$ cat src/sv/rcol_pkg.sv
// Shared types and constants of the ready-slot round-robin collector.
`default_nettype none

package rcol_pkg;

   localparam int FIRST_CLIENT_SLOT = 1;

   typedef logic [2:0] op_type;
   typedef logic [5:0] slot_type;
   typedef logic [5:0] limit_type;
   typedef logic [5:0] cap_type;
   typedef logic [1:0] status_type;

   localparam op_type OP_ALLOC     = 3'd0;
   localparam op_type OP_RELEASE   = 3'd1;
   localparam op_type OP_ARM       = 3'd2;
   localparam op_type OP_DISARM    = 3'd3;
   localparam op_type OP_SET_READY = 3'd4;
   localparam op_type OP_SCAN      = 3'd5;

   localparam status_type STATUS_DONE = 2'd0;
   localparam status_type STATUS_FULL = 2'd1;
   localparam status_type STATUS_NONE = 2'd2;

   localparam cap_type GRANT_CAP_RESET = 6'd32;

   typedef struct packed {
      op_type    op;
      slot_type  slot;
      logic      ready_bit;
      limit_type limit;
   } req_type;

   typedef struct packed {
      status_type status;
      slot_type   granted_slot;
      logic       last;
   } rsp_type;

   typedef struct packed {
      logic in_use;
      logic armed;
      logic ready;
   } entry_type;

endpackage

`default_nettype wire

$ cat src/sv/rcol_if.sv
// Request and response channel interfaces of the ready-slot collector.
`default_nettype none

interface rcol_req_if;
   import rcol_pkg::*;
   logic      valid;
   logic      ready;
   op_type    op;
   slot_type  slot;
   logic      ready_bit;
   limit_type limit;

   modport source (output valid, output op, output slot, output ready_bit,
                   output limit, input ready);
   modport sink (input valid, input op, input slot, input ready_bit,
                 input limit, output ready);
endinterface

interface rcol_rsp_if;
   import rcol_pkg::*;
   logic       valid;
   logic       ready;
   status_type status;
   slot_type   granted_slot;
   logic       last;

   modport source (output valid, output status, output granted_slot,
                   output last, input ready);
   modport sink (input valid, input status, input granted_slot, input last,
                 output ready);
endinterface

`default_nettype wire

$ cat src/sv/rcol_flag_ram.sv
// Slot flag memory with one write port and one registered read port.
`default_nettype none

module rcol_flag_ram
   import rcol_pkg::*;
#(
   parameter int DEPTH = 64,
   parameter int AW = 6
) (
   input  wire logic            clock,
   input  wire logic            wr_en,
   input  wire logic [AW-1:0]   wr_addr,
   input  wire entry_type       wr_data,
   input  wire logic            rd_en,
   input  wire logic [AW-1:0]   rd_addr,
   output entry_type            rd_data
);

   entry_type mem [DEPTH];
   entry_type rd_data_ff;

   always_ff @(posedge clock) begin
      if (wr_en) begin
         mem[wr_addr] <= wr_data;
      end
   end

   always_ff @(posedge clock) begin
      if (rd_en) begin
         rd_data_ff <= mem[rd_addr];
      end
   end

   assign rd_data = rd_data_ff;

endmodule

`default_nettype wire

$ cat src/sv/rcol_seq.sv
// Sequencer; searches and scans read one slot entry per cycle unless stalled.
`default_nettype none

module rcol_seq
   import rcol_pkg::*;
#(
   parameter int SLOTS = 64,
   parameter int MAX_GRANTS = 32,
   parameter int AW = 6
) (
   input  wire logic          clock,
   input  wire logic          reset,
   input  wire logic          req_valid,
   output logic               req_ready,
   input  wire req_type       req,
   input  wire cap_type       grant_cap,
   output logic               ram_we,
   output logic [AW-1:0]      ram_waddr,
   output entry_type          ram_wdata,
   output logic               ram_re,
   output logic [AW-1:0]      ram_raddr,
   input  wire entry_type     ram_rdata,
   output logic               res_valid,
   output rsp_type            res,
   input  wire logic          out_free
);

   localparam int GW = $clog2(MAX_GRANTS + 1);

   typedef logic [AW-1:0] addr_type;
   typedef logic [AW:0]   cnt_type;
   typedef logic [GW-1:0] lim_type;

   localparam cnt_type     SLOTS_CNT = cnt_type'(SLOTS);
   localparam cnt_type     LAST_CNT = cnt_type'(SLOTS - 1);
   localparam cnt_type     FIRST_CNT = cnt_type'(FIRST_CLIENT_SLOT);
   localparam logic [6:0]  MAX_GRANTS_W = 7'(MAX_GRANTS);
   localparam rsp_type     RSP_DONE = '{status: STATUS_DONE, granted_slot: '0, last: 1'b1};

   typedef enum logic [2:0] {
      ST_CLEAR,
      ST_IDLE,
      ST_ALLOC,
      ST_CHECK,
      ST_REL_SEARCH,
      ST_SCAN,
      ST_EMIT
   } state_type;

   state_type state_ff, state_in;
   cnt_type   addr_ff, addr_in;
   logic      pend_ff, pend_in;
   addr_type  pend_addr_ff, pend_addr_in;
   op_type    op_ff, op_in;
   addr_type  slot_ff, slot_in;
   logic      ready_bit_ff, ready_bit_in;
   addr_type  hu_ff, hu_in;
   cnt_type   ptr_ff, ptr_in;
   addr_type  visits_ff, visits_in;
   lim_type   lim_ff, lim_in;
   lim_type   count_ff, count_in;
   logic      hold_valid_ff, hold_valid_in;
   addr_type  hold_slot_ff, hold_slot_in;
   logic      stop_ff, stop_in;
   rsp_type   res_ff, res_in;

   logic       slot_ok;
   limit_type  lim_req;
   cap_type    cap_eff;
   logic [6:0] lim_min;
   logic       grant;
   logic       stall;
   logic       hit;
   lim_type    count_next;
   cnt_type    idx;
   entry_type  entry_mod;

   always_comb begin
      slot_ok = (req.slot >= slot_type'(FIRST_CLIENT_SLOT)) && (int'(req.slot) < SLOTS);
      lim_req = (req.limit == '0) ? limit_type'(1) : req.limit;
      cap_eff = (grant_cap == '0) ? cap_type'(1) : grant_cap;
      lim_min = {1'b0, (cap_eff < lim_req) ? cap_eff : lim_req};
      if (lim_min > MAX_GRANTS_W) begin
         lim_min = MAX_GRANTS_W;
      end
      grant = pend_ff && (pend_addr_ff != '0) && ram_rdata.armed && ram_rdata.ready &&
              ram_rdata.in_use;
      stall = grant && hold_valid_ff && !out_free;
      count_next = count_ff + lim_type'(1);
      hit = grant && (count_next == lim_ff);
      idx = (ptr_ff > {1'b0, hu_ff}) ? FIRST_CNT : ptr_ff;
   end

   always_comb begin
      state_in = state_ff;
      addr_in = addr_ff;
      pend_in = pend_ff;
      pend_addr_in = pend_addr_ff;
      op_in = op_ff;
      slot_in = slot_ff;
      ready_bit_in = ready_bit_ff;
      hu_in = hu_ff;
      ptr_in = ptr_ff;
      visits_in = visits_ff;
      lim_in = lim_ff;
      count_in = count_ff;
      hold_valid_in = hold_valid_ff;
      hold_slot_in = hold_slot_ff;
      stop_in = stop_ff;
      res_in = res_ff;
      req_ready = 1'b0;
      ram_we = 1'b0;
      ram_waddr = '0;
      ram_wdata = '0;
      ram_re = 1'b0;
      ram_raddr = '0;
      res_valid = 1'b0;
      res = res_ff;
      entry_mod = ram_rdata;

      unique case (state_ff)
         ST_CLEAR: begin
            ram_we = 1'b1;
            ram_waddr = addr_ff[AW-1:0];
            addr_in = addr_ff + cnt_type'(1);
            if (addr_ff == LAST_CNT) begin
               state_in = ST_IDLE;
            end
         end
         ST_IDLE: begin
            req_ready = 1'b1;
            if (req_valid) begin
               op_in = req.op;
               slot_in = addr_type'(req.slot);
               ready_bit_in = req.ready_bit;
               pend_in = 1'b0;
               stop_in = 1'b0;
               hold_valid_in = 1'b0;
               count_in = '0;
               lim_in = lim_type'(lim_min);
               visits_in = hu_ff;
               res_in = RSP_DONE;
               unique case (req.op) inside
                  OP_ALLOC: begin
                     addr_in = FIRST_CNT;
                     state_in = ST_ALLOC;
                  end
                  OP_RELEASE, OP_ARM, OP_DISARM, OP_SET_READY: begin
                     if (slot_ok) begin
                        ram_re = 1'b1;
                        ram_raddr = addr_type'(req.slot);
                        state_in = ST_CHECK;
                     end else begin
                        state_in = ST_EMIT;
                     end
                  end
                  OP_SCAN: begin
                     state_in = ST_SCAN;
                  end
                  default: begin
                     state_in = ST_EMIT;
                  end
               endcase
            end
         end
         ST_ALLOC: begin
            if (pend_ff && !ram_rdata.in_use) begin
               ram_we = 1'b1;
               ram_waddr = pend_addr_ff;
               ram_wdata = '{in_use: 1'b1, armed: 1'b0, ready: 1'b0};
               if (pend_addr_ff > hu_ff) begin
                  hu_in = pend_addr_ff;
               end
               pend_in = 1'b0;
               res_in = '{status: STATUS_DONE, granted_slot: slot_type'(pend_addr_ff),
                          last: 1'b1};
               state_in = ST_EMIT;
            end else if (addr_ff < SLOTS_CNT) begin
               ram_re = 1'b1;
               ram_raddr = addr_ff[AW-1:0];
               pend_in = 1'b1;
               pend_addr_in = addr_ff[AW-1:0];
               addr_in = addr_ff + cnt_type'(1);
            end else if (pend_ff) begin
               pend_in = 1'b0;
            end else begin
               res_in = '{status: STATUS_FULL, granted_slot: '0, last: 1'b1};
               state_in = ST_EMIT;
            end
         end
         ST_CHECK: begin
            state_in = ST_EMIT;
            if (ram_rdata.in_use) begin
               ram_we = 1'b1;
               ram_waddr = slot_ff;
               unique case (op_ff)
                  OP_RELEASE: begin
                     entry_mod = '0;
                     if (slot_ff == hu_ff) begin
                        addr_in = {1'b0, slot_ff} - cnt_type'(1);
                        state_in = ST_REL_SEARCH;
                     end
                  end
                  OP_ARM: entry_mod.armed = 1'b1;
                  OP_DISARM: entry_mod.armed = 1'b0;
                  OP_SET_READY: entry_mod.ready = ready_bit_ff;
                  default: entry_mod = ram_rdata;
               endcase
               ram_wdata = entry_mod;
            end
         end
         ST_REL_SEARCH: begin
            if (pend_ff && ram_rdata.in_use) begin
               hu_in = pend_addr_ff;
               pend_in = 1'b0;
               state_in = ST_EMIT;
            end else if (addr_ff != '0) begin
               ram_re = 1'b1;
               ram_raddr = addr_ff[AW-1:0];
               pend_in = 1'b1;
               pend_addr_in = addr_ff[AW-1:0];
               addr_in = addr_ff - cnt_type'(1);
            end else if (pend_ff) begin
               pend_in = 1'b0;
            end else begin
               hu_in = '0;
               state_in = ST_EMIT;
            end
         end
         ST_SCAN: begin
            if (stop_ff || ((visits_ff == '0) && !pend_ff)) begin
               if (hold_valid_ff) begin
                  res_in = '{status: STATUS_DONE, granted_slot: slot_type'(hold_slot_ff),
                             last: 1'b1};
               end else begin
                  res_in = '{status: STATUS_NONE, granted_slot: '0, last: 1'b1};
               end
               state_in = ST_EMIT;
            end else if (!stall) begin
               pend_in = 1'b0;
               if (grant) begin
                  entry_mod.armed = 1'b0;
                  ram_we = 1'b1;
                  ram_waddr = pend_addr_ff;
                  ram_wdata = entry_mod;
                  if (hold_valid_ff) begin
                     res_valid = 1'b1;
                     res = '{status: STATUS_DONE, granted_slot: slot_type'(hold_slot_ff),
                             last: 1'b0};
                  end
                  hold_valid_in = 1'b1;
                  hold_slot_in = pend_addr_ff;
                  count_in = count_next;
                  stop_in = hit;
               end
               if (!hit && (visits_ff != '0)) begin
                  ram_re = 1'b1;
                  ram_raddr = idx[AW-1:0];
                  ptr_in = idx + cnt_type'(1);
                  visits_in = visits_ff - addr_type'(1);
                  pend_in = 1'b1;
                  pend_addr_in = idx[AW-1:0];
               end
            end
         end
         ST_EMIT: begin
            res_valid = 1'b1;
            res = res_ff;
            if (out_free) begin
               state_in = ST_IDLE;
            end
         end
         default: begin
            state_in = ST_IDLE;
         end
      endcase
   end

   always_ff @(posedge clock) begin
      if (reset) begin
         state_ff <= ST_CLEAR;
         addr_ff <= '0;
         pend_ff <= 1'b0;
         hu_ff <= '0;
         ptr_ff <= '0;
         hold_valid_ff <= 1'b0;
         stop_ff <= 1'b0;
         count_ff <= '0;
      end else begin
         state_ff <= state_in;
         addr_ff <= addr_in;
         pend_ff <= pend_in;
         hu_ff <= hu_in;
         ptr_ff <= ptr_in;
         hold_valid_ff <= hold_valid_in;
         stop_ff <= stop_in;
         count_ff <= count_in;
      end
      pend_addr_ff <= pend_addr_in;
      op_ff <= op_in;
      slot_ff <= slot_in;
      ready_bit_ff <= ready_bit_in;
      visits_ff <= visits_in;
      lim_ff <= lim_in;
      hold_slot_ff <= hold_slot_in;
      res_ff <= res_in;
   end

   a_no_write_when_idle: assert property (@(posedge clock) disable iff (reset)
      (state_ff == ST_IDLE) |-> !ram_we)
      else $error("Slot memory written while no item is in progress.");

   a_no_same_slot_rw: assert property (@(posedge clock) disable iff (reset)
      (ram_we && ram_re) |-> (ram_waddr != ram_raddr))
      else $error("Slot memory read and written at the same slot in one cycle.");

   a_count_within_limit: assert property (@(posedge clock) disable iff (reset)
      (state_ff == ST_SCAN) |-> (count_ff <= lim_ff))
      else $error("Scan gave more grants than its limit.");

   a_item_leaves_idle: assert property (@(posedge clock) disable iff (reset)
      (req_valid && req_ready) |=> (state_ff != ST_IDLE))
      else $error("Accepted item did not start any work.");

endmodule

`default_nettype wire

$ cat src/sv/ready_slot_round_robin_collector_core.sv
// Top level of the ready-slot round-robin collector with its register and output stage.
// Allocate, and release of the highest-used slot, walk the slot memory one entry per cycle.
// A scan visits highest_used slots and pauses while the response side stalls.
// One item is in progress at a time; req ready is low from acceptance to the last response.
// After reset a clearing pass zeroes every slot memory entry before req ready rises.
// Reset also sets grant_cap to 32 and clears the scan pointer and highest-used mark.
`default_nettype none

module ready_slot_round_robin_collector_core
   import rcol_pkg::*;
#(
   parameter int SLOTS = 64,
   parameter int MAX_GRANTS = 32
) (
   input  wire logic    clock,
   input  wire logic    reset,
   input  wire logic    csr_write_enable,
   input  wire cap_type csr_write_data,
   rcol_req_if.sink     req_ch,
   rcol_rsp_if.source   rsp_ch
);

   localparam int AW = $clog2(SLOTS);

   cap_type         grant_cap_ff;
   logic            rsp_valid_ff;
   rsp_type         rsp_ff;
   req_type         req;
   logic            req_ready;
   logic            ram_we;
   logic [AW-1:0]   ram_waddr;
   entry_type       ram_wdata;
   logic            ram_re;
   logic [AW-1:0]   ram_raddr;
   entry_type       ram_rdata;
   logic            res_valid;
   rsp_type         res;
   logic            out_free;

   assign req = '{op: req_ch.op, slot: req_ch.slot, ready_bit: req_ch.ready_bit,
                  limit: req_ch.limit};
   assign req_ch.ready = req_ready;
   assign out_free = !rsp_valid_ff || rsp_ch.ready;

   always_ff @(posedge clock) begin
      if (reset) begin
         grant_cap_ff <= GRANT_CAP_RESET;
      end else if (csr_write_enable) begin
         grant_cap_ff <= csr_write_data;
      end
   end

   always_ff @(posedge clock) begin
      if (reset) begin
         rsp_valid_ff <= 1'b0;
      end else if (res_valid && out_free) begin
         rsp_valid_ff <= 1'b1;
      end else if (rsp_ch.ready) begin
         rsp_valid_ff <= 1'b0;
      end
      if (res_valid && out_free) begin
         rsp_ff <= res;
      end
   end

   assign rsp_ch.valid = rsp_valid_ff;
   assign rsp_ch.status = rsp_ff.status;
   assign rsp_ch.granted_slot = rsp_ff.granted_slot;
   assign rsp_ch.last = rsp_ff.last;

   rcol_seq #(
      .SLOTS(SLOTS),
      .MAX_GRANTS(MAX_GRANTS),
      .AW(AW)
   ) u_seq (
      .clock(clock),
      .reset(reset),
      .req_valid(req_ch.valid),
      .req_ready(req_ready),
      .req(req),
      .grant_cap(grant_cap_ff),
      .ram_we(ram_we),
      .ram_waddr(ram_waddr),
      .ram_wdata(ram_wdata),
      .ram_re(ram_re),
      .ram_raddr(ram_raddr),
      .ram_rdata(ram_rdata),
      .res_valid(res_valid),
      .res(res),
      .out_free(out_free)
   );

   rcol_flag_ram #(
      .DEPTH(SLOTS),
      .AW(AW)
   ) u_ram (
      .clock(clock),
      .wr_en(ram_we),
      .wr_addr(ram_waddr),
      .wr_data(ram_wdata),
      .rd_en(ram_re),
      .rd_addr(ram_raddr),
      .rd_data(ram_rdata)
   );

endmodule

`default_nettype wire

$ cat src/flat_wrapper.sv
// flat-port wrapper written by rule: the top's interface ports become plain ports
module ready_slot_round_robin_collector_core_flat import rcol_pkg::*;
#(
   parameter int SLOTS = 64,
   parameter int MAX_GRANTS = 32
)
  (clock, reset, csr_write_enable, csr_write_data, req_ch_valid, req_ch_op, req_ch_slot, req_ch_ready_bit, req_ch_limit, req_ch_ready, rsp_ch_valid, rsp_ch_status, rsp_ch_granted_slot, rsp_ch_last, rsp_ch_ready);
  rcol_req_if req_ch_i ();
  rcol_rsp_if rsp_ch_i ();
  input  wire logic clock;
  input  wire logic reset;
  input  wire logic csr_write_enable;
  input  wire cap_type csr_write_data;
  input wire logic [$bits(req_ch_i.valid)-1:0] req_ch_valid;
  input wire logic [$bits(req_ch_i.op)-1:0] req_ch_op;
  input wire logic [$bits(req_ch_i.slot)-1:0] req_ch_slot;
  input wire logic [$bits(req_ch_i.ready_bit)-1:0] req_ch_ready_bit;
  input wire logic [$bits(req_ch_i.limit)-1:0] req_ch_limit;
  output wire logic [$bits(req_ch_i.ready)-1:0] req_ch_ready;
  output wire logic [$bits(rsp_ch_i.valid)-1:0] rsp_ch_valid;
  output wire logic [$bits(rsp_ch_i.status)-1:0] rsp_ch_status;
  output wire logic [$bits(rsp_ch_i.granted_slot)-1:0] rsp_ch_granted_slot;
  output wire logic [$bits(rsp_ch_i.last)-1:0] rsp_ch_last;
  input wire logic [$bits(rsp_ch_i.ready)-1:0] rsp_ch_ready;
  assign req_ch_i.valid = req_ch_valid;
  assign req_ch_i.op = req_ch_op;
  assign req_ch_i.slot = req_ch_slot;
  assign req_ch_i.ready_bit = req_ch_ready_bit;
  assign req_ch_i.limit = req_ch_limit;
  assign req_ch_ready = req_ch_i.ready;
  assign rsp_ch_valid = rsp_ch_i.valid;
  assign rsp_ch_status = rsp_ch_i.status;
  assign rsp_ch_granted_slot = rsp_ch_i.granted_slot;
  assign rsp_ch_last = rsp_ch_i.last;
  assign rsp_ch_i.ready = rsp_ch_ready;
  ready_slot_round_robin_collector_core #(.SLOTS(SLOTS), .MAX_GRANTS(MAX_GRANTS)) u_core (.clock(clock), .reset(reset), .csr_write_enable(csr_write_enable), .csr_write_data(csr_write_data), .req_ch(req_ch_i), .rsp_ch(rsp_ch_i));
endmodule
$ cat config.mk
export PLATFORM = sky130hd
export DESIGN_NAME = ready_slot_round_robin_collector_core_flat
export DESIGN_NICKNAME = d
export VERILOG_FILES = /design/src/sv/rcol_pkg.sv /design/src/sv/rcol_if.sv /design/src/sv/rcol_flag_ram.sv /design/src/sv/rcol_seq.sv /design/src/sv/ready_slot_round_robin_collector_core.sv /design/src/flat_wrapper.sv
export SDC_FILE = /design/constraint.sdc
export NUM_CORES = 1
export LEC_CHECK = 0
export BUFFER_PORTS_ARGS = -buffer_cell sky130_fd_sc_hd__buf_2
export CAP_MARGIN = 30
export CORE_AREA = 2 2 169 171
export DETAILED_ROUTE_END_ITERATION = 16
export DIE_AREA = 0 0 171 173
export HOLD_SLACK_MARGIN = 0.15
export PLACE_DENSITY = 0.66
export SYNTH_ARGS = -nofsm -noshare
export SYNTH_HDL_FRONTEND = slang
export SYNTH_SLANG_ARGS = --single-unit
$ cat constraint.sdc
create_clock -name clock -period 5.2 [get_ports clock]
set_input_delay 1.3 -clock clock [delete_from_list [all_inputs] [get_ports clock]]
set_output_delay 1.3 -clock clock [all_outputs]
set_load 0.02 [all_outputs]
==> reports/metrics.cfg, run 1 <==
[grt]
grt_max_degree = 65
grt_pass1_vias = 9630
antenna_found_initial = 1
overflow = 0
grt_pass1_wl_mm = 56.9
groute.usage.overall = 0.251

[floorplanning]
rows = 61
fp.dieH_um = 173
core_region_area_mm2 = 0.0276
start_util = 0.497
die_w_um = 171
die-area_mm2 = 0.0296
io_pins = 38

[clock_tree]
clockRootBuffer = clkbuf_16
numCtsBuffers = 31
clock_path_buffers = 3
cts_hold_buf = 0
cts_tree = yes
cts_resized = 0
path_clk_slew_ns = 0.06
cts_setup_buffers = 0
clock_sinks = 285
clock_latency_ns = 0.59
htreeDepth = 1

[final_layout]
multiInputGateArea_mm2 = 0.00521
fin_area_mm2 = 0.0155
regArea_mm2 = 0.00817
diodes = 0
fin_cells = 1629
area_growth_pct = 13.1
nets = 1283
fillCellCount = 2347
drive_gt1_frac = 0.129

[sta]
maxSlewViolCount = 0
rsz0062_at_grt = no
hold_viol = 0
fin_tns_setup_ns = 0
fin_skew_ns = 0.0332
max_clock_freq_mhz = 228
period_share = 0.842
finalSetupViolations = 0
period_needed_ns = 4.38
tightest_slew_ns = 1.04
timing.slew.headroom = 0.306

[flow_run]
cap_violations = 0

[worst_setup_path]
slowest_stage = a32oi_4
critical_path_class = reg -> reg
worst-r2r-setup-slack_ns = 0.82
cp_max_fo = 23
crit_chain = inv_1 > ha_1 > and3_1 > a31o_2 > a21oi_1 > buf_4 > or3_1 > a32oi_4 > buf_4 > mux2i_1 > mux2i_1 > a211oi_1 > o221a_2 > a32oi_1
worstPathRequired_ns = 5.52
crit_path_end_kind = flop
cpPeakStageDelay_ns = 0.93
start_kind = flop
worst_ep_arrival_time_ns = 4.70

[synthesis]
synth-edff-count = 246
ys_seq_area_frac = 0.594
yosys.cell_types.count = 83
synth_area_leaders = edfxtp_1 (54%), dfxtp_1 (5.7%), mux2i_1 (5.1%)
synth_cells = 1181
ys.flop_type = edfxtp_1
async_flop_share = 0
synth_area_per_cell_um2 = 11.6
synth.largest_area_cell = edfxtp_1
syn-cell-area_mm2 = 0.0137
synthesis.nets = 1236
yosys_warnings = 0
synth_top_area_frac = 0.538
ys_ff_latch = 285

[drt]
wirelength_mm = 37.5
first_pass_iters = 9
wl_per_cell_um = 23.0
vias = 10187
drt_iter0_markers = 1273
viasPerCell = 6.25
ant_nets = 0
drc_errors = 0

[power]
power.density_mw_per_mm2 = 313
vdd_drop_max_mv = 0.280
total_leakage_power_uw = 0.00559
fin_total_pwr_uw = 4860

[placement]
placed_cell_area_mm2 = 0.0145
dp_hpwl_mm = 24.8
io_buffers = 37
dp_cells = 1573
gp_congestion = 0.907

[hold_path]
hold_class = reg -> reg

[outcome]
outcome = finished clean

==> state kept, by name, summed over array words and instances (netlist names), 6 cells and up <==
| name | cells |
|---|---|
| u_core.grant_cap_ff | 6 |
| u_core.rsp_ch.granted_slot | 6 |
| u_core.u_ram.mem | 192 |
| u_core.u_seq.addr_ff | 7 |
| u_core.u_seq.count_ff | 6 |
| u_core.u_seq.hold_slot_ff | 6 |
| u_core.u_seq.hu_ff | 6 |
| u_core.u_seq.lim_ff | 6 |
| u_core.u_seq.pend_addr_ff | 6 |
| u_core.u_seq.ptr_ff | 7 |
| u_core.u_seq.res_ff | 8 |
| u_core.u_seq.slot_ff | 6 |
| u_core.u_seq.visits_ff | 6 |
==> Yosys cell counts (all sizes together), types with 16 or more instances <==
library cell and number:
mux2i 70, a21oi 49, nor3 33, inv 36, edfxtp 246, and3 16
nand2 96, ha 27, dfxtp 39, a31oi 17, xnor2 21, o21ai 37
buf 26, clkbuf 36, nand3 25, nor2 158
==> cell families (layout without fill, tap and decap cells) <==
| group | after synthesis | count (layout) | synth area share |
|---|---|---|---|
| AND/OR/NAND/NOR | 410 | 410 | 0.141 |
| flip-flops | 285 | 285 | 0.594 |
| AO/OA/AOI/OAI | 256 | 256 | 0.135 |
| buffers and inverters | 99 | 169 | 0.0311 |
| multiplexers | 74 | 74 | 0.0543 |
| XOR/XNOR | 29 | 29 | 0.0185 |
| adder cells (fa/ha/maj) | 28 | 28 | 0.0260 |
==> through the flow <==
stage / util / hold slack (ns) / setup WS [ns]
4_1_cts: 0.563 / 0.460 / 0.826
5_1_grt: 0.563 / 0.477 / 0.638
6_report: 0.563 / 0.456 / 0.820
2_1_floorplan: - / 0.432 / 0.739
3_5_place_dp: 0.524 / 0.452 / 0.428
3_3_place_gp: 0.524 / 0.445 / 0.549
==> power by group <==
| part | switching, uW | internal, uW |
|---|---|---|
| sequential | 9.31 | 2470 |
| clock | 913 | 1360 |
| combinational | 74.7 | 38.9 |
| total | 997 | 3860 |
==> placed cells by master, fill, tap and decap left out, drive strengths merged, types with 12 or more instances in the layout <==
cell type | synthesis | routed
edfxtp | 246 | 246
nor2 | 158 | 158
nand2 | 96 | 96
buf | 26 | 76
mux2i | 70 | 70
a21oi | 49 | 49
dfxtp | 39 | 39
inv | 36 | 38
o21ai | 37 | 37
clkbuf | 36 | 36
nor3 | 33 | 33
ha | 27 | 27
nand3 | 25 | 25
xnor2 | 21 | 21
a31oi | 17 | 17
and3 | 16 | 16
nand2b | 15 | 15
nand4 | 13 | 13
o211ai | 13 | 13
a211oi | 13 | 13
a32o | 12 | 12
clkinv | 1 | 12
==> cell type report <==
cell class,count,share of cell area
sequential,285,0.525
clock buffer,36,0.0518
tap,378,0.0304
clock inverter,20,0.0162
timing repair buffer,76,0.0322
multi-input combinational,797,0.335
inverter,37,0.00894
==> critical path, delay by kind of cell, from the launching register on <==
kind / cells / cell delay, ns
buffers and inverters: 3 / 0.67
and+or+nand+nor: 2 / 0.70
muxes: 2 / 0.33
DFF: 1 / 0.41
adders and majority gates: 1 / 0.30
AOI/OAI and AO/OA: 6 / 1.70
==> worst paths after layout <==
kind | start | to | cells past startpoint
max | u_core.u_seq.hu_ff[2] | u_core.u_ram.rd_data[2] | 14
min | u_core.u_seq.ptr_ff[6] | u_core.u_seq.ptr_ff[6] | 2
max reg2reg | u_core.u_seq.hu_ff[2] | u_core.u_ram.rd_data[2] | 14
min reg2reg | u_core.u_seq.ptr_ff[6] | u_core.u_seq.ptr_ff[6] | 2
==> metal layers <==
| metal | up-vias | GRT usage | wire, um | part of all wire |
|---|---|---|---|---|
| li1 | 4582 | - | - | - |
| met1 | 4981 | 0.363 | 16300 | 0.43 |
| met2 | 548 | 0.369 | 16300 | 0.43 |
| met3 | 76 | 0.0714 | 4030 | 0.11 |
| met4 | 0 | 0.0706 | 886 | 0.024 |
| met5 | - | 0 | 0 | 0 |
(Power assumes the default switching activity.)
==> inputs of run 2 (changes only) <==
--- a/config.mk
+++ b/config.mk
@@ -11,7 +11,7 @@
 export DETAILED_ROUTE_END_ITERATION = 16
 export DIE_AREA = 0 0 171 173
 export HOLD_SLACK_MARGIN = 0.15
-export PLACE_DENSITY = 0.66
+export PLACE_DENSITY = 0.68
 export SYNTH_ARGS = -nofsm -noshare
 export SYNTH_HDL_FRONTEND = slang
 export SYNTH_SLANG_ARGS = --single-unit
==> constraint.sdc (replaced) <==
create_clock -name clock -period 4 [get_ports clock]
set_input_delay 1 -clock clock [delete_from_list [all_inputs] [get_ports clock]]
set_output_delay 1 -clock clock [all_outputs]
set_load 0.02 [all_outputs]
==> run 2 against run 1 <==
Count of clock-buffer cells in the layout is 1 lower; via count increased by 1.3%; critical path type unchanged; highest routed layer unchanged; register-to-register slack got worse by 0.66 ns; core utilization grew 1.7 points; first-iteration DRC count is 1.6% higher; die area unchanged; critical path depth up 1; clock skew is 0.013 ns lower; largest cell class unchanged.
==> reports/metrics.cfg, run 2 (synthesis results as in run 1) <==
[grt]
grt_pass1_vias = 9613  ; was 9,630
grt_max_degree = 65  ; unchanged
grt_pass1_wl_mm = 56.9  ; about the same
antenna_found_initial = 0  ; was 1
groute.usage.overall = 0.251  ; about the same
overflow = 0  ; unchanged

[power]
vdd_drop_max_mv = 0.342  ; was 0.280 mV
total_leakage_power_uw = 0.00585  ; was 0.00559 uW
power.density_mw_per_mm2 = 392  ; was 313 mW/mm^2
fin_total_pwr_uw = 6280  ; was 4860 uW

[final_layout]
final_common_cell = edfxtp_1  ; unchanged
fillCellCount = 2297  ; was 2,347
largestRegisters = u_core.u_ram.mem (192), u_core.u_seq.res_ff (8)  ; unchanged
regMostFlops = u_core.u_ram.mem  ; unchanged
area_growth_pct = 16.5  ; was 13.1%
diodes = 0  ; unchanged
layout_common_cells = edfxtp_1 (246), nor2_1 (155), nand2_1 (93)  ; unchanged
nets = 1337  ; was 1,283
drive_gt1_frac = 0.164  ; was 0.129
fin_area_mm2 = 0.0160  ; was 0.0155 mm^2
largest_register_ffs = 192  ; unchanged

[drt]
vias = 10320  ; was 10,187
first_pass_iters = 8  ; was 9
ant_nets = 0  ; unchanged
wirelength_mm = 37.3  ; was 37.5 mm
wl_per_cell_um = 22.1  ; was 23.0 um
drc_errors = 0  ; unchanged
drt_iter0_markers = 1294  ; was 1,273
viasPerCell = 6.12  ; was 6.25

[clock_tree]
clock_latency_ns = 0.58  ; was 0.59 ns
numCtsBuffers = 31  ; unchanged
path_clk_slew_ns = 0.07  ; was 0.06 ns
cts_tree = yes  ; unchanged
clock_path_buffers = 3  ; unchanged
clock_sinks = 285  ; unchanged
clockRootBuffer = clkbuf_16  ; unchanged
htreeDepth = 1  ; unchanged

[sta]
hold_viol = 0  ; unchanged
fin_skew_ns = 0.0205  ; was 0.0332 ns
period_share = 0.961  ; was 0.842
max_clock_freq_mhz = 260  ; was 228 MHz
maxSlewViolCount = 0  ; unchanged
finalSetupViolations = 0  ; unchanged
timing.slew.headroom = 0.467  ; was 0.306
period_needed_ns = 3.84  ; was 4.38 ns
tightest_slew_ns = 0.799  ; was 1.04 ns

[worst_setup_path]
start_kind = flop  ; unchanged
cp_max_fo = 9  ; was 23
crit_path_end_kind = flop  ; unchanged
worstPathRequired_ns = 4.41  ; was 5.52 ns
critical_path_class = reg -> reg  ; unchanged
worst_ep_arrival_time_ns = 4.26  ; was 4.70 ns

[placement]
placed_cell_area_mm2 = 0.0149  ; was 0.0145 mm^2
gp_congestion = 0.969  ; was 0.907
dp_hpwl_mm = 25.9  ; was 24.8 mm
io_buffers = 37  ; unchanged

[floorplanning]
rows = 61  ; unchanged
start_util = 0.497  ; unchanged
die_w_um = 171  ; unchanged
io_pins = 38  ; unchanged
core_region_area_mm2 = 0.0276  ; unchanged
die-area_mm2 = 0.0296  ; unchanged
fp.dieH_um = 173  ; unchanged

[flow_run]
cap_violations = 0  ; unchanged

[hold_path]
hold_class = reg -> reg  ; unchanged

[outcome]
outcome = finished clean  ; unchanged

run 2: per-layer routing:
layer | GRT usage | part of all wire | up-vias
li1 | - | - | 4697
met1 | 0.370 | 0.43 | 5033
met2 | 0.377 | 0.45 | 526
met3 | 0.0588 | 0.11 | 64
met4 | 0.0579 | 0.020 | 0
met5 | 0 | 0 | -
run 2: stage by stage:
stage               TNS, ns  std cells  worst slack [ns]  hold slack (ns)  utilization
finish                    0       1685             0.156            0.460        0.580
floorplan                 0       1181             0.324            0.432            -
global route        -0.0128       1685           -0.0128            0.500        0.580
global placement          0       1624            0.0340            0.443        0.541
CTS                       0       1682             0.170            0.460        0.579
detailed placement  -0.0302       1624           -0.0302            0.451        0.541
run 2: final cells by class:
class	instances	area (um^2)	share of cell area
clock buffer	35	791	0.0494
clock inverter	23	246	0.0154
inverter	37	139	0.00867
multi-input combinational	797	5210	0.326
sequential	285	8170	0.510
tap	378	473	0.0295
timing repair buffer	130	983	0.0614
run 2: path summary, 6_finish.rpt:
check / start / depth (start not counted) / to / slack [ns]
worst max-delay path: u_core.u_seq.hu_ff[1] / 15 / u_core.u_ram.rd_data[2] / 0.16
worst min-delay path: u_core.u_seq.ptr_ff[6] / 2 / u_core.u_seq.ptr_ff[6] / 0.46
worst max register to register: u_core.u_seq.hu_ff[1] / 15 / u_core.u_ram.rd_data[2] / 0.16
worst min register to register: u_core.u_seq.ptr_ff[6] / 2 / u_core.u_seq.ptr_ff[6] / 0.46
run 2: critical path, cell delays in order, from the launching register on:
cell      delay, ns
dfxtp_1        0.40
inv_1          0.13
ha_1           0.34
nor2b_1        0.14
o21ai_0        0.17
a21oi_1        0.13
buf_4          0.17
or4_1          0.56
o21ai_2        0.26
buf_4          0.24
nand2_1        0.10
buf_4          0.15
nor3_1         0.29
a211oi_1       0.11
o221a_2        0.30
a32oi_1        0.18
run 2: what timing repair did:
item                       4_1_cts  5_1_grt
hold buffers                     0        0
setup buffers                    0        3
gates resized for setup          0        1
setup endpoints to repair        0        2
run 2: power breakdown:
part / internal [uW] / leakage [uW] / switching [uW]
clock network: 1690 / 0.000496 / 1210
registers: 3210 / 0.00251 / 15.2
logic: 62.3 / 0.00285 / 98.5
==> inputs of run 3 (changes only) <==
--- a/config.mk
+++ b/config.mk
@@ -5,11 +5,12 @@
 export SDC_FILE = /design/constraint.sdc
 export NUM_CORES = 1
 export LEC_CHECK = 0
+export ABC_AREA = 1
 export BUFFER_PORTS_ARGS = -buffer_cell sky130_fd_sc_hd__buf_2
 export CAP_MARGIN = 30
-export CORE_AREA = 2 2 169 171
+export CORE_AREA = 2 2 173 175
 export DETAILED_ROUTE_END_ITERATION = 16
-export DIE_AREA = 0 0 171 173
+export DIE_AREA = 0 0 175 177
 export HOLD_SLACK_MARGIN = 0.15
 export PLACE_DENSITY = 0.68
 export SYNTH_ARGS = -nofsm -noshare
==> run 3 against run 2 <==
Non-clock buffer count down 63; count of clock-buffer cells in the layout rose by 6; synthesized cell count rose by 31%; maximum frequency rose by 9.6%; worst hold slack improved by 0.0037 ns; first-iteration DRC count fell by 25%; clock skew fell by 0.012 ns; die area rose by 4.7%; largest power group unchanged; critical path depth is 2 lower.
==> reports/metrics.cfg, run 3 <==
[placement]
dp_cells = 1941  ; was 1,624
dp_hpwl_mm = 24.6  ; was 25.9 mm
gp_congestion = 0.925  ; was 0.969
io_buffers = 37  ; unchanged

[synthesis]
synth-edff-count = 246  ; unchanged
yosys_warnings = 0  ; unchanged
syn-cell-area_mm2 = 0.0144  ; was 0.0137 mm^2
synthesis.nets = 1597  ; was 1,236
yosys.cell_types.count = 55  ; was 83
async_flop_share = 0  ; unchanged
synth_cells = 1542  ; was 1,181
yosys-top-cells-count = nand2_1 (269), edfxtp_1 (246), inv_1 (215)  ; was edfxtp_1 (246), nor2_1 (156), nand2_1 (93)
synth_top_area_frac = 0.514  ; was 0.538
ys_ff_latch = 285  ; unchanged
ys_seq_area_frac = 0.569  ; was 0.594
ys.flop_type = edfxtp_1  ; unchanged
yosys.cell_count.top_type = nand2_1  ; was edfxtp_1
synth_area_per_cell_um2 = 9.32  ; was 11.6 um^2
synth.largest_area_cell = edfxtp_1  ; unchanged
synth_area_leaders = edfxtp_1 (51%), nand3_1 (7.1%), nand2_1 (7.0%)  ; was edfxtp_1 (54%), dfxtp_1 (5.7%), mux2i_1 (5.1%)

[clock_tree]
clock_path_buffers = 3  ; unchanged
cts_tree = yes  ; unchanged
cts_hold_buf = 0  ; unchanged
htreeDepth = 1  ; unchanged
path_clk_slew_ns = 0.06  ; was 0.07 ns
numCtsBuffers = 31  ; unchanged
clock_latency_ns = 0.57  ; was 0.58 ns
cts_resized = 0  ; unchanged
clockRootBuffer = clkbuf_16  ; unchanged
clock_sinks = 285  ; unchanged
cts_setup_buffers = 0  ; unchanged

[hold_path]
hold_class = reg -> reg  ; unchanged

[grt]
antenna_found_initial = 0  ; unchanged
grt_pass1_wl_mm = 57.2  ; was 56.9 mm
overflow = 0  ; unchanged
grt_pass1_vias = 10654  ; was 9,613
grt_max_degree = 65  ; unchanged
groute.usage.overall = 0.236  ; was 0.251

[worst_setup_path]
worst_ep_arrival_time_ns = 3.75  ; was 4.26 ns
cpPeakStageDelay_ns = 0.40  ; was 0.56 ns
cp_max_fo = 8  ; was 9
cp_common_cell = inv_1  ; was buf_4
crit_path_end_kind = flop  ; unchanged
crit_chain = nor2_4 > inv_1 > nor2_1 > inv_1 > nor2_1 > inv_1 > o22ai_1 > inv_1 > o21ai_1 > nand2_1 > inv_1 > nand2_1 > nor2_1  ; was inv_1 > ha_1 > nor2b_1 > o21ai_0 > a21oi_1 > buf_4 > or4_1 > o21ai_2 > buf_4 > nand2_1 > buf_4 > nor3_1 > a211oi_1 > o221a_2 > a32oi_1
start_kind = flop  ; unchanged
critical_path_class = reg -> reg  ; unchanged
slowest_stage = dfxtp_1  ; was or4_1
worstPathRequired_ns = 4.25  ; was 4.41 ns

[floorplanning]
core_region_area_mm2 = 0.0292  ; was 0.0276 mm^2
die_w_um = 175  ; was 171 um
start_util = 0.491  ; was 0.497
rows = 63  ; was 61
fp.dieH_um = 177  ; was 173 um
io_pins = 38  ; unchanged
die-area_mm2 = 0.0310  ; was 0.0296 mm^2

[power]
p_clk_frac = 0.388  ; was 0.462
pwr-share-comb = 0.120  ; was 0.026
power.density_mw_per_mm2 = 433  ; was 392 mW/mm^2
vdd_drop_max_mv = 0.392  ; was 0.342 mV
power.internal_uw = 5120  ; was 4960 uW
p_sw_frac = 0.259  ; was 0.210
fin_total_pwr_uw = 6910  ; was 6280 uW
seqPwrFrac = 0.491  ; was 0.513
p_sw_uw = 1790  ; was 1320 uW
total_leakage_power_uw = 0.00641  ; was 0.00585 uW

[sta]
rsz0062_at_grt = no
period_needed_ns = 3.51  ; was 3.84 ns
holdWs_ns = 0.464  ; was 0.460 ns
period_share = 0.877  ; was 0.961
timing.slew.headroom = 0.408  ; was 0.467
hold_viol = 0  ; unchanged
tightest_slew_ns = 0.886  ; was 0.799 ns
max_clock_freq_mhz = 285  ; was 260 MHz
maxSlewViolCount = 0  ; unchanged
fin_tns_setup_ns = 0  ; unchanged
finalSetupViolations = 0  ; unchanged
fin_skew_ns = 0.00895  ; was 0.0205 ns

[final_layout]
nets = 1639  ; was 1,337
fillCellCount = 2629  ; was 2,297
area_growth_pct = 11.2  ; was 16.5%
largest_register_ffs = 192  ; unchanged
final_common_cell = nand2_1  ; was edfxtp_1
largestRegisters = u_core.u_ram.mem (192), u_core.u_seq.res_ff (8)  ; unchanged
layout_common_cells = nand2_1 (268), edfxtp_1 (246), inv_1 (215)  ; was edfxtp_1 (246), nor2_1 (155), nand2_1 (93)
regMostFlops = u_core.u_ram.mem  ; unchanged
multiInputGateArea_mm2 = 0.00507  ; was 0.00521 mm^2
drive_gt1_frac = 0.0997  ; was 0.164
regArea_mm2 = 0.00817  ; unchanged
diodes = 0  ; unchanged
fin_cells = 1995  ; was 1,685
fin_util = 0.546  ; was 0.580

[drt]
route.met2.wl_mm = 16.8  ; was 16.6 mm
dr_wl_met3_mm = 3.08  ; was 4.04 mm
wl_met1_mm = 15.6  ; was 15.9 mm
wl_per_cell_um = 18.3  ; was 22.1 um
wirelength_mm = 36.5  ; was 37.3 mm
ant_nets = 0  ; unchanged
vias = 11156  ; was 10,320
viasPerCell = 5.59  ; was 6.12
drt_iter0_markers = 976  ; was 1,294
drc_errors = 0  ; unchanged
routed.top_layer = met4  ; unchanged
first_pass_iters = 6  ; was 8

[flow_run]
cap_violations = 0  ; unchanged

[outcome]
outcome = finished clean  ; unchanged

==> run 3: cell types whose count changed in the layout (fill, tap and decap cells not counted), sizes merged, moves of 15 or more <==
cell	change
inv	+190
nand3	+182
nand2	+181
mux2i	-70
buf	-63
nand3b	+60
o21ai	+39
nor3	-18
xnor2	-18
and3	-16
nand2b	-15
==> run 3: path summary, 6_finish.rpt <==
| check | startpoint | end | slack (ns) | depth (start not counted) |
|---|---|---|---|---|
| worst min-delay path | u_core.grant_cap_ff[0] | u_core.grant_cap_ff[0] | 0.46 | 2 |
| worst max register to register | u_core.u_seq.state_ff[2] | u_core.u_ram.mem[62][0] | 0.49 | 13 |
| worst min register to register | u_core.grant_cap_ff[0] | u_core.grant_cap_ff[0] | 0.46 | 2 |
| worst max-delay path | u_core.u_seq.state_ff[2] | u_core.u_ram.mem[62][0] | 0.49 | 13 |
==> run 3: final cells by class <==
type                       count  share of cell area
sequential                   285               0.511
multi-input combinational    970               0.317
inverter                     229              0.0540
clock buffer                  41              0.0529
tap                          390              0.0306
timing repair buffer          67              0.0273
clock inverter                13             0.00666
==> run 3: power groups by stage <==
stage	clock (uW)	combinational [uW]	sequential, uW
after floorplan	0	546	3430
after global placement	0	803	3450
after detailed placement	0	813	3450
after CTS	2730	821	3390
after global routing	2840	925	3400
final	2680	832	3400
==> run 3: stage by stage <==
step,cell area [um^2],setup slack [ns]
floorplan,14400,0.491
global placement,15000,0.432
detailed placement,15000,0.308
CTS,16000,0.582
global route,16000,0.307
finish,16000,0.492
==> run 3: routing by layer <==
| layer | global-route usage | up-vias |
|---|---|---|
| met4 | 0.0764 | 0 |
| met1 | 0.316 | 5321 |
| met3 | 0.0473 | 82 |
| met5 | 0 | - |
| met2 | 0.388 | 427 |
| li1 | - | 5326 |
==> run 3: kinds of logic (layout without fill, tap and decap cells) <==
kind of cell    count (synthesis)  count (layout)  synth area share
compound gates                184             184            0.0752
fa+ha+maj                      28              28            0.0249
buf+inv                       287             350            0.0808
xor+xnor                        9               9           0.00549
flops                         285             285             0.569
simple gates                  749             749             0.245
==> run 3: worst max-delay path: cells and delay by family, from the launching register on <==
kind,cells,cell delay (ns)
buffers and inverters,5,0.80
and+or+nand+nor,6,1.61
AOI/OAI and AO/OA,2,0.36
DFF,1,0.40
